**src/rtl/core/h2r_pkg.sv**
```systemverilog
// ----------------------------------------------------------------------------
// HSV to RGB converter package
// Field widths, conversion constants and shared types for the converter.
// ----------------------------------------------------------------------------
package h2r_pkg;

    localparam int HUE_W  = 9;
    localparam int CHAN_W = 8;
    localparam int REM_W  = 6;
    localparam int NUM_W  = 14;
    localparam int PROD_W = CHAN_W + NUM_W;
    localparam int RCP_W  = 23;
    localparam int RCP_SH = 36;

    localparam logic [HUE_W-1:0]  DEG_FULL   = 9'd360;
    localparam logic [REM_W-1:0]  DEG_SECTOR = 6'd60;
    localparam logic [CHAN_W-1:0] SAT_MAX    = 8'd255;
    localparam logic [NUM_W-1:0]  QT_DEN     = 14'd15300;

    // Rounded-up reciprocal of 15300 scaled by 2^36; exact for every numerator here.
    localparam logic [RCP_W-1:0]  QT_RECIP   = 23'd4491470;

    typedef enum logic [2:0] {
        SECT_0 = 3'd0,
        SECT_1 = 3'd1,
        SECT_2 = 3'd2,
        SECT_3 = 3'd3,
        SECT_4 = 3'd4,
        SECT_5 = 3'd5
    } h2r_sector_t;

    typedef struct packed {
        logic s1;
        logic s2;
        logic s3;
        logic s4;
        logic s5;
    } h2r_stage_en_t;

endpackage

```
**src/rtl/core/h2r_sector.sv**
```systemverilog
// ----------------------------------------------------------------------------
// HSV to RGB sector stage
// Reduces the hue modulo 360 and splits it into a sector and a remainder.
// ----------------------------------------------------------------------------
module h2r_sector import h2r_pkg::*; (
    input  logic              aclk,
    input  h2r_stage_en_t     en,
    input  logic [HUE_W-1:0]  hue,
    input  logic [CHAN_W-1:0] saturation,
    input  logic [CHAN_W-1:0] brightness,
    output h2r_sector_t       sector,
    output logic [REM_W-1:0]  remainder,
    output logic [CHAN_W-1:0] sat_out,
    output logic [CHAN_W-1:0] val_out
);

    logic [HUE_W-1:0]  hue_mod;
    logic [HUE_W-1:0]  base;
    logic [HUE_W-1:0]  diff;
    h2r_sector_t       sector_next;
    logic [REM_W-1:0]  rem_next;
    h2r_sector_t       sector_reg;
    logic [REM_W-1:0]  rem_reg;
    logic [CHAN_W-1:0] sat_reg;
    logic [CHAN_W-1:0] val_reg;

    always_comb begin
        hue_mod = (hue >= DEG_FULL) ? hue - DEG_FULL : hue;
        priority if (hue_mod >= 9'd300) begin
            sector_next = SECT_5;
            base        = 9'd300;
        end else if (hue_mod >= 9'd240) begin
            sector_next = SECT_4;
            base        = 9'd240;
        end else if (hue_mod >= 9'd180) begin
            sector_next = SECT_3;
            base        = 9'd180;
        end else if (hue_mod >= 9'd120) begin
            sector_next = SECT_2;
            base        = 9'd120;
        end else if (hue_mod >= {3'd0, DEG_SECTOR}) begin
            sector_next = SECT_1;
            base        = {3'd0, DEG_SECTOR};
        end else begin
            sector_next = SECT_0;
            base        = '0;
        end
        diff     = hue_mod - base;
        rem_next = diff[REM_W-1:0];
    end

    always_ff @(posedge aclk) begin
        if (en.s1) begin
            sector_reg <= sector_next;
            rem_reg    <= rem_next;
            sat_reg    <= saturation;
            val_reg    <= brightness;
        end
    end

    assign sector    = sector_reg;
    assign remainder = rem_reg;
    assign sat_out   = sat_reg;
    assign val_out   = val_reg;

endmodule

```
**src/rtl/core/h2r_terms.sv**
```systemverilog
// ----------------------------------------------------------------------------
// HSV to RGB term stages
// Forms the numerators, scales them by the value and divides by the constants
// over three register stages to give the p, q and t terms.
// ----------------------------------------------------------------------------
module h2r_terms import h2r_pkg::*; (
    input  logic              aclk,
    input  h2r_stage_en_t     en,
    input  h2r_sector_t       sector,
    input  logic [REM_W-1:0]  remainder,
    input  logic [CHAN_W-1:0] saturation,
    input  logic [CHAN_W-1:0] brightness,
    output h2r_sector_t       sector_out,
    output logic [CHAN_W-1:0] val_out,
    output logic [CHAN_W-1:0] p_term,
    output logic [CHAN_W-1:0] q_term,
    output logic [CHAN_W-1:0] t_term
);

    localparam int WIDE_W = PROD_W + RCP_W;

    logic [NUM_W-1:0]   rs_prod;
    logic [NUM_W-1:0]   ts_prod;
    logic [REM_W-1:0]   rem_inv;
    logic [CHAN_W-1:0]  pn_next;
    logic [NUM_W-1:0]   qn_next;
    logic [NUM_W-1:0]   tn_next;
    h2r_sector_t        sect2_reg;
    logic [CHAN_W-1:0]  val2_reg;
    logic [CHAN_W-1:0]  pn_reg;
    logic [NUM_W-1:0]   qn_reg;
    logic [NUM_W-1:0]   tn_reg;

    logic [2*CHAN_W-1:0] vp_next;
    logic [PROD_W-1:0]   vq_next;
    logic [PROD_W-1:0]   vt_next;
    h2r_sector_t         sect3_reg;
    logic [CHAN_W-1:0]   val3_reg;
    logic [2*CHAN_W-1:0] vp_reg;
    logic [PROD_W-1:0]   vq_reg;
    logic [PROD_W-1:0]   vt_reg;

    logic [2*CHAN_W:0]   vp_sum;
    logic [WIDE_W-1:0]   q_wide;
    logic [WIDE_W-1:0]   t_wide;
    h2r_sector_t         sect4_reg;
    logic [CHAN_W-1:0]   val4_reg;
    logic [CHAN_W-1:0]   p_reg;
    logic [CHAN_W-1:0]   q_reg;
    logic [CHAN_W-1:0]   t_reg;

    always_comb begin
        rem_inv = DEG_SECTOR - remainder;
        rs_prod = NUM_W'({8'd0, remainder} * {6'd0, saturation});
        ts_prod = NUM_W'({8'd0, rem_inv} * {6'd0, saturation});
        pn_next = SAT_MAX - saturation;
        qn_next = QT_DEN - rs_prod;
        tn_next = QT_DEN - ts_prod;
    end

    always_ff @(posedge aclk) begin
        if (en.s2) begin
            sect2_reg <= sector;
            val2_reg  <= brightness;
            pn_reg    <= pn_next;
            qn_reg    <= qn_next;
            tn_reg    <= tn_next;
        end
    end

    always_comb begin
        vp_next = {8'd0, val2_reg} * {8'd0, pn_reg};
        vq_next = {14'd0, val2_reg} * {8'd0, qn_reg};
        vt_next = {14'd0, val2_reg} * {8'd0, tn_reg};
    end

    always_ff @(posedge aclk) begin
        if (en.s3) begin
            sect3_reg <= sect2_reg;
            val3_reg  <= val2_reg;
            vp_reg    <= vp_next;
            vq_reg    <= vq_next;
            vt_reg    <= vt_next;
        end
    end

    // Division by 255 is exact for any product of two 8-bit values in this add-and-shift form.
    always_comb begin
        vp_sum = {1'b0, vp_reg} + {9'd0, vp_reg[2*CHAN_W-1:CHAN_W]} + 17'd1;
        q_wide = {{RCP_W{1'b0}}, vq_reg} * {{PROD_W{1'b0}}, QT_RECIP};
        t_wide = {{RCP_W{1'b0}}, vt_reg} * {{PROD_W{1'b0}}, QT_RECIP};
    end

    always_ff @(posedge aclk) begin
        if (en.s4) begin
            sect4_reg <= sect3_reg;
            val4_reg  <= val3_reg;
            p_reg     <= vp_sum[2*CHAN_W-1:CHAN_W];
            q_reg     <= q_wide[RCP_SH+CHAN_W-1:RCP_SH];
            t_reg     <= t_wide[RCP_SH+CHAN_W-1:RCP_SH];
        end
    end

    assign sector_out = sect4_reg;
    assign val_out    = val4_reg;
    assign p_term     = p_reg;
    assign q_term     = q_reg;
    assign t_term     = t_reg;

endmodule

```
**src/rtl/core/h2r_mixer.sv**
```systemverilog
// ----------------------------------------------------------------------------
// HSV to RGB channel mixer
// Chooses the channel order for the sector and holds the output register.
// ----------------------------------------------------------------------------
module h2r_mixer import h2r_pkg::*; (
    input  logic              aclk,
    input  h2r_stage_en_t     en,
    input  h2r_sector_t       sector,
    input  logic [CHAN_W-1:0] brightness,
    input  logic [CHAN_W-1:0] p_term,
    input  logic [CHAN_W-1:0] q_term,
    input  logic [CHAN_W-1:0] t_term,
    output logic [CHAN_W-1:0] red,
    output logic [CHAN_W-1:0] green,
    output logic [CHAN_W-1:0] blue
);

    logic [CHAN_W-1:0] red_next;
    logic [CHAN_W-1:0] green_next;
    logic [CHAN_W-1:0] blue_next;
    logic [CHAN_W-1:0] red_reg;
    logic [CHAN_W-1:0] green_reg;
    logic [CHAN_W-1:0] blue_reg;

    always_comb begin
        unique case (sector)
            SECT_0: begin
                red_next = brightness; green_next = t_term;     blue_next = p_term;
            end
            SECT_1: begin
                red_next = q_term;     green_next = brightness; blue_next = p_term;
            end
            SECT_2: begin
                red_next = p_term;     green_next = brightness; blue_next = t_term;
            end
            SECT_3: begin
                red_next = p_term;     green_next = q_term;     blue_next = brightness;
            end
            SECT_4: begin
                red_next = t_term;     green_next = p_term;     blue_next = brightness;
            end
            default: begin
                red_next = brightness; green_next = p_term;     blue_next = q_term;
            end
        endcase
    end

    always_ff @(posedge aclk) begin
        if (en.s5) begin
            red_reg   <= red_next;
            green_reg <= green_next;
            blue_reg  <= blue_next;
        end
    end

    assign red   = red_reg;
    assign green = green_reg;
    assign blue  = blue_reg;

endmodule

```
**src/rtl/core/hsv_to_rgb_converter.sv**
```systemverilog
// ----------------------------------------------------------------------------
// HSV to RGB converter
// Converts a stream of HSV pixels (9-bit hue, 8-bit saturation and value) into 8-bit RGB pixels.
// ----------------------------------------------------------------------------
// The slave channel takes one pixel per request: hue in degrees (values from
// 360 upwards wrap round), saturation and value. The master channel returns
// one request per pixel holding red, green and blue, in the order received.
// The converter is a five-stage pipeline: sector split, numerator products,
// scaling by the value, division by the constants and channel selection.
// The result passes the sector, numerator, scaling, division and channel
// registers in turn before it appears on the master side, and one pixel is
// accepted in every cycle while the receiver keeps up. The scaling and
// division multipliers set the stage depth.
// When the receiver stalls, each stage holds its pixel and empty stages
// further up keep filling, so bubbles are squeezed out before s_tready
// drops; nothing is lost or repeated. Reset empties the pipeline and holds
// s_tready low; requests are taken from the first cycle after aresetn rises.
// ----------------------------------------------------------------------------
module hsv_to_rgb_converter import h2r_pkg::*; (
    input  logic        aclk,
    input  logic        aresetn,
    input  logic        s_tvalid,
    output logic        s_tready,
    input  logic [31:0] s_tdata,  // hue[8:0], saturation[16:9], brightness[24:17], zero
    output logic        m_tvalid,
    input  logic        m_tready,
    output logic [23:0] m_tdata   // red[7:0], green[15:8], blue[23:16]
);

    logic [4:0]        vld_reg;
    logic [4:0]        vld_next;
    h2r_stage_en_t     en;

    h2r_sector_t       sect_a;
    logic [REM_W-1:0]  rem_a;
    logic [CHAN_W-1:0] sat_a;
    logic [CHAN_W-1:0] val_a;
    h2r_sector_t       sect_b;
    logic [CHAN_W-1:0] val_b;
    logic [CHAN_W-1:0] p_b;
    logic [CHAN_W-1:0] q_b;
    logic [CHAN_W-1:0] t_b;
    logic [CHAN_W-1:0] red;
    logic [CHAN_W-1:0] green;
    logic [CHAN_W-1:0] blue;

    always_comb begin
        en.s5 = !vld_reg[4] || m_tready;
        en.s4 = !vld_reg[3] || en.s5;
        en.s3 = !vld_reg[2] || en.s4;
        en.s2 = !vld_reg[1] || en.s3;
        en.s1 = !vld_reg[0] || en.s2;
        vld_next[0] = en.s1 ? s_tvalid   : vld_reg[0];
        vld_next[1] = en.s2 ? vld_reg[0] : vld_reg[1];
        vld_next[2] = en.s3 ? vld_reg[1] : vld_reg[2];
        vld_next[3] = en.s4 ? vld_reg[2] : vld_reg[3];
        vld_next[4] = en.s5 ? vld_reg[3] : vld_reg[4];
    end

    always_ff @(posedge aclk) begin
        if (!aresetn) begin
            vld_reg <= '0;
        end else begin
            vld_reg <= vld_next;
        end
    end

    h2r_sector u_sector (
        .aclk       (aclk),
        .en         (en),
        .hue        (s_tdata[8:0]),
        .saturation (s_tdata[16:9]),
        .brightness (s_tdata[24:17]),
        .sector     (sect_a),
        .remainder  (rem_a),
        .sat_out    (sat_a),
        .val_out    (val_a)
    );

    h2r_terms u_terms (
        .aclk       (aclk),
        .en         (en),
        .sector     (sect_a),
        .remainder  (rem_a),
        .saturation (sat_a),
        .brightness (val_a),
        .sector_out (sect_b),
        .val_out    (val_b),
        .p_term     (p_b),
        .q_term     (q_b),
        .t_term     (t_b)
    );

    h2r_mixer u_mixer (
        .aclk       (aclk),
        .en         (en),
        .sector     (sect_b),
        .brightness (val_b),
        .p_term     (p_b),
        .q_term     (q_b),
        .t_term     (t_b),
        .red        (red),
        .green      (green),
        .blue       (blue)
    );

    assign s_tready = en.s1 && aresetn;
    assign m_tvalid = vld_reg[4];
    assign m_tdata  = {blue, green, red};

    a_accept_fills: assert property (@(posedge aclk) disable iff (!aresetn)
        s_tvalid && s_tready |=> vld_reg[0])
        else $error("Accepted pixel did not enter the first stage.");

    a_empty_ready: assert property (@(posedge aclk) disable iff (!aresetn)
        !vld_reg[0] |-> s_tready)
        else $error("Converter refused a pixel with its first stage empty.");

    a_full_stall: assert property (@(posedge aclk) disable iff (!aresetn)
        (&vld_reg) && !m_tready |-> !s_tready)
        else $error("Converter accepted a pixel while full and stalled.");

    a_drain: assert property (@(posedge aclk) disable iff (!aresetn)
        m_tvalid && m_tready && !vld_reg[3] |=> !m_tvalid)
        else $error("Result repeated after it was taken.");

endmodule
```
**config.mk**
```make
export PLATFORM = sky130hd
export DESIGN_NAME = hsv_to_rgb_converter
export DESIGN_NICKNAME = d
export VERILOG_FILES = /design/src/rtl/core/h2r_pkg.sv /design/src/rtl/core/h2r_sector.sv /design/src/rtl/core/h2r_terms.sv /design/src/rtl/core/h2r_mixer.sv /design/src/rtl/core/hsv_to_rgb_converter.sv
export SDC_FILE = /design/constraint.sdc
export NUM_CORES = 2
export LEC_CHECK = 0
export BUFFER_PORTS_ARGS = -buffer_cell sky130_fd_sc_hd__buf_2
export CAP_MARGIN = 20
export CELL_PAD_IN_SITES_DETAIL_PLACEMENT = 0
export CELL_PAD_IN_SITES_GLOBAL_PLACEMENT = 1
export CORE_MARGIN = 1
export CORE_UTILIZATION = 40
export DETAILED_ROUTE_END_ITERATION = 10
export PLACE_DENSITY_LB_ADDON = 0.1
export SETUP_SLACK_MARGIN = 0.05
export SLEW_MARGIN = 0
export SYNTH_ARGS = -nofsm -noshare
export SYNTH_HDL_FRONTEND = slang
export SYNTH_SLANG_ARGS = --single-unit
```
**constraint.sdc**
```tcl
create_clock -name aclk -period 14.44 [get_ports aclk]
set_clock_uncertainty 0.2 [all_clocks]
set_input_delay 2.888 -clock aclk [delete_from_list [all_inputs] [get_ports aclk]]
set_output_delay 2.888 -clock aclk [all_outputs]
set_load 0.02 [all_outputs]
```
==> results.json <==
{
  "ys_seq_area_frac": 0.188,
  "synth_cells": 3152,
  "cts_setup_buffers": 0,
  "crit_path_frequent_cell": "buf_2",
  "hold_viol": 0,
  "dr.pass1.iters": 5,
  "post_synth.cell_area_avg_um2": 10.3,
  "synth_commonest_cells": "651 x inv_1, 611 x ha_1, 455 x fa_1",
  "reg2reg_slack_ns": 7.77,
  "die-area_um2": 82500,
  "track_usage": 0.180,
  "critical-path-max-stage-delay_ns": 0.34,
  "drtIter0Drc": 830,
  "drcViolationCount": 0,
  "timing.setup.tns_ns": 0,
  "crit_path_start_kind": "primary input",
  "crit_start": "m_tready",
  "die_w_um": 287,
  "gr-total-overflow": 0,
  "synth_nets": 4254,
  "drv_cap": 0,
  "rows": 104,
  "period_minus_slack_ns": 7.21,
  "synth_area_um2": 32500,
  "cts.repair.resized": 0,
  "drv_slew": 0,
  "finalWeightedCongestion": 0.826,
  "cts_buffer_depth": 3,
  "worstReg2RegStart": "u_terms.vq_reg[18]",
  "finalSetupViolations": 0,
  "place_hpwl_um": 59300,
  "insertion_delay_ns": 0.57,
  "grt_setup_unrepaired": "no",
  "root_buffer": "clkbuf_16",
  "synth_edf_count": 200,
  "busiest_layer": "met2",
  "largest_register_ffs": 22,
  "htreeDepth": 1,
  "fin_nets": 4301,
  "use_met3": 0.0187,
  "die_y_um": 287,
  "min_period_over_period": 0.499,
  "cts_tree": "done",
  "ant_nets": 0,
  "path_cells": "buf_2 > nor2b_1 > and3_1 > nand3_1 > and2_1 > buf_2",
  "critPathKind": "in2out",
  "fmax_ghz": 0.139,
  "synthDominantCellAreaShare": 0.280,
  "yosys.cell_count.top_type": "inv_1",
  "cp_max_fo": 5,
  "cp_data_required_time_ns": 11.35,
  "cts_buffers": 27,
  "arrival_ns": 4.12,
  "holdCritPathClass": "reg2reg",
  "crit_buf_inv": 2,
  "async_flop_share": 0,
  "wl_per_cell_um": 16.7,
  "antenna_cells": 0,
  "slew_headroom": 0.345,
  "crit_family": "simple AND/OR/NAND/NOR gates",
  "antenna_found_initial": 1,
  "synth_ff_type": "edfxtp_1",
  "status": "completed",
  "ctsHoldBuffers": 0,
  "clock_sinks": 205,
  "use_met2": 0.289,
  "grt_pass1_wl_um": 119000,
  "area_growth_pct": 7.50,
  "cts.clk_slew.worst_paths_ns": 0.06,
  "worst_slew_pin_slew_ns": 0.983,
  "drive_gt1_frac": 0.0457,
  "cp-end-kind": "output port",
  "ys_types": 74,
  "r2r_cells": 20,
  "globalRouteMet1Util": 0.264,
  "cp_slowest_cell": "nor2b_1",
  "yosysTopAreaCell": "fa_1",
  "wl_um": 71300,
  "via_count": 21200,
  "ys_warn_count": 0,
  "ys_seq_elements": 205,
  "coreArea_um2": 80500,
  "io_pins": 62,
  "grt_max_degree": 71,
  "yosys-top-cells-area": "fa_1 28%, ha_1 23%, edfxtp_1 18%",
  "crit_end": "s_tready",
  "portBuffers": 54,
  "viasPerCell": 4.96,
  "start_util": 0.404,
  "cp_num_cells": 6,
  "reg2reg_to": "u_terms.q_term[4]",
  "grt_pass1_vias": 22600
}
worst min path at each step:
| stage | slack [ns] | startpoint | to | cells after the start |
|---|---|---|---|---|
| 2_1_floorplan | 0.20 | u_sector.sector[0] | u_terms.sect2_reg[0] | 0 |
| 3_3_place_gp | 0.20 | u_sector.sector[0] | u_terms.sect2_reg[0] | 0 |
| 3_5_place_dp | 0.20 | u_terms.val3_reg[5] | u_terms.val_out[5] | 0 |
| 4_1_cts | 0.21 | u_terms.val3_reg[5] | u_terms.val_out[5] | 0 |
| 5_1_grt | 0.23 | u_sector.val_out[4] | u_terms.val2_reg[4] | 0 |
| 6_report | 0.21 | u_terms.val3_reg[5] | u_terms.val_out[5] | 0 |
per-layer routing:
| layer | wire (µm) | vias to the layer above |
|---|---|---|
| li1 | - | 10400 |
| met1 | 36100 | 10500 |
| met2 | 31700 | 274 |
| met3 | 2050 | 66 |
| met4 | 1400 | 0 |
| met5 | 0 | - |
layout make-up:
type | instances | area [µm²]
clock buffer | 30 | 687
clock inverter | 19 | 209
fill | 7794 | 45600
inverter | 651 | 2440
multi-input combinational | 2243 | 23800
sequential | 205 | 6110
tap | 1060 | 1330
timing repair buffer | 71 | 414
cells by family (layout without fill, tap and decap cells):
kind of cell / Yosys count / after routing / synth area share
XOR/XNOR: 94 / 94 / 0.0253
AO/OA/AOI/OAI: 348 / 348 / 0.0699
adder cells (fa/ha/maj): 1066 / 1066 / 0.515
multiplexers: 54 / 54 / 0.0171
buffers and inverters: 704 / 771 / 0.0812
flip-flops: 205 / 205 / 0.188
AND/OR/NAND/NOR: 681 / 681 / 0.104
placed cells by master, fill, tap and decap left out, types with 22 or more instances in the layout:
master,n
a21oi_1,107
ha_1,611
o21ai_0,55
buf_2,54
mux2i_1,42
xor2_1,22
edfxtp_1,200
and2_1,201
nand2_1,223
fa_1,455
clkbuf_16,27
nor2_1,103
a21o_1,42
nand3_1,32
xnor2_1,72
nor3_1,34
inv_1,650
per-stage QoR:
stage	std cells	instance area [µm²]	utilization	hold WS [ns]	setup slack (ns)
finish	4279	35000	0.434	0.209	7.23
CTS	4279	35000	0.434	0.211	7.18
global placement	4228	34100	0.423	0.201	7.20
detailed placement	4230	34100	0.423	0.205	7.19
global route	4279	35000	0.434	0.227	7.04
floorplan	3152	32500	-	0.200	6.85
Power is not shown: default switching activity piles up to over one toggle a cycle in this logic, so the estimate is an artifact.
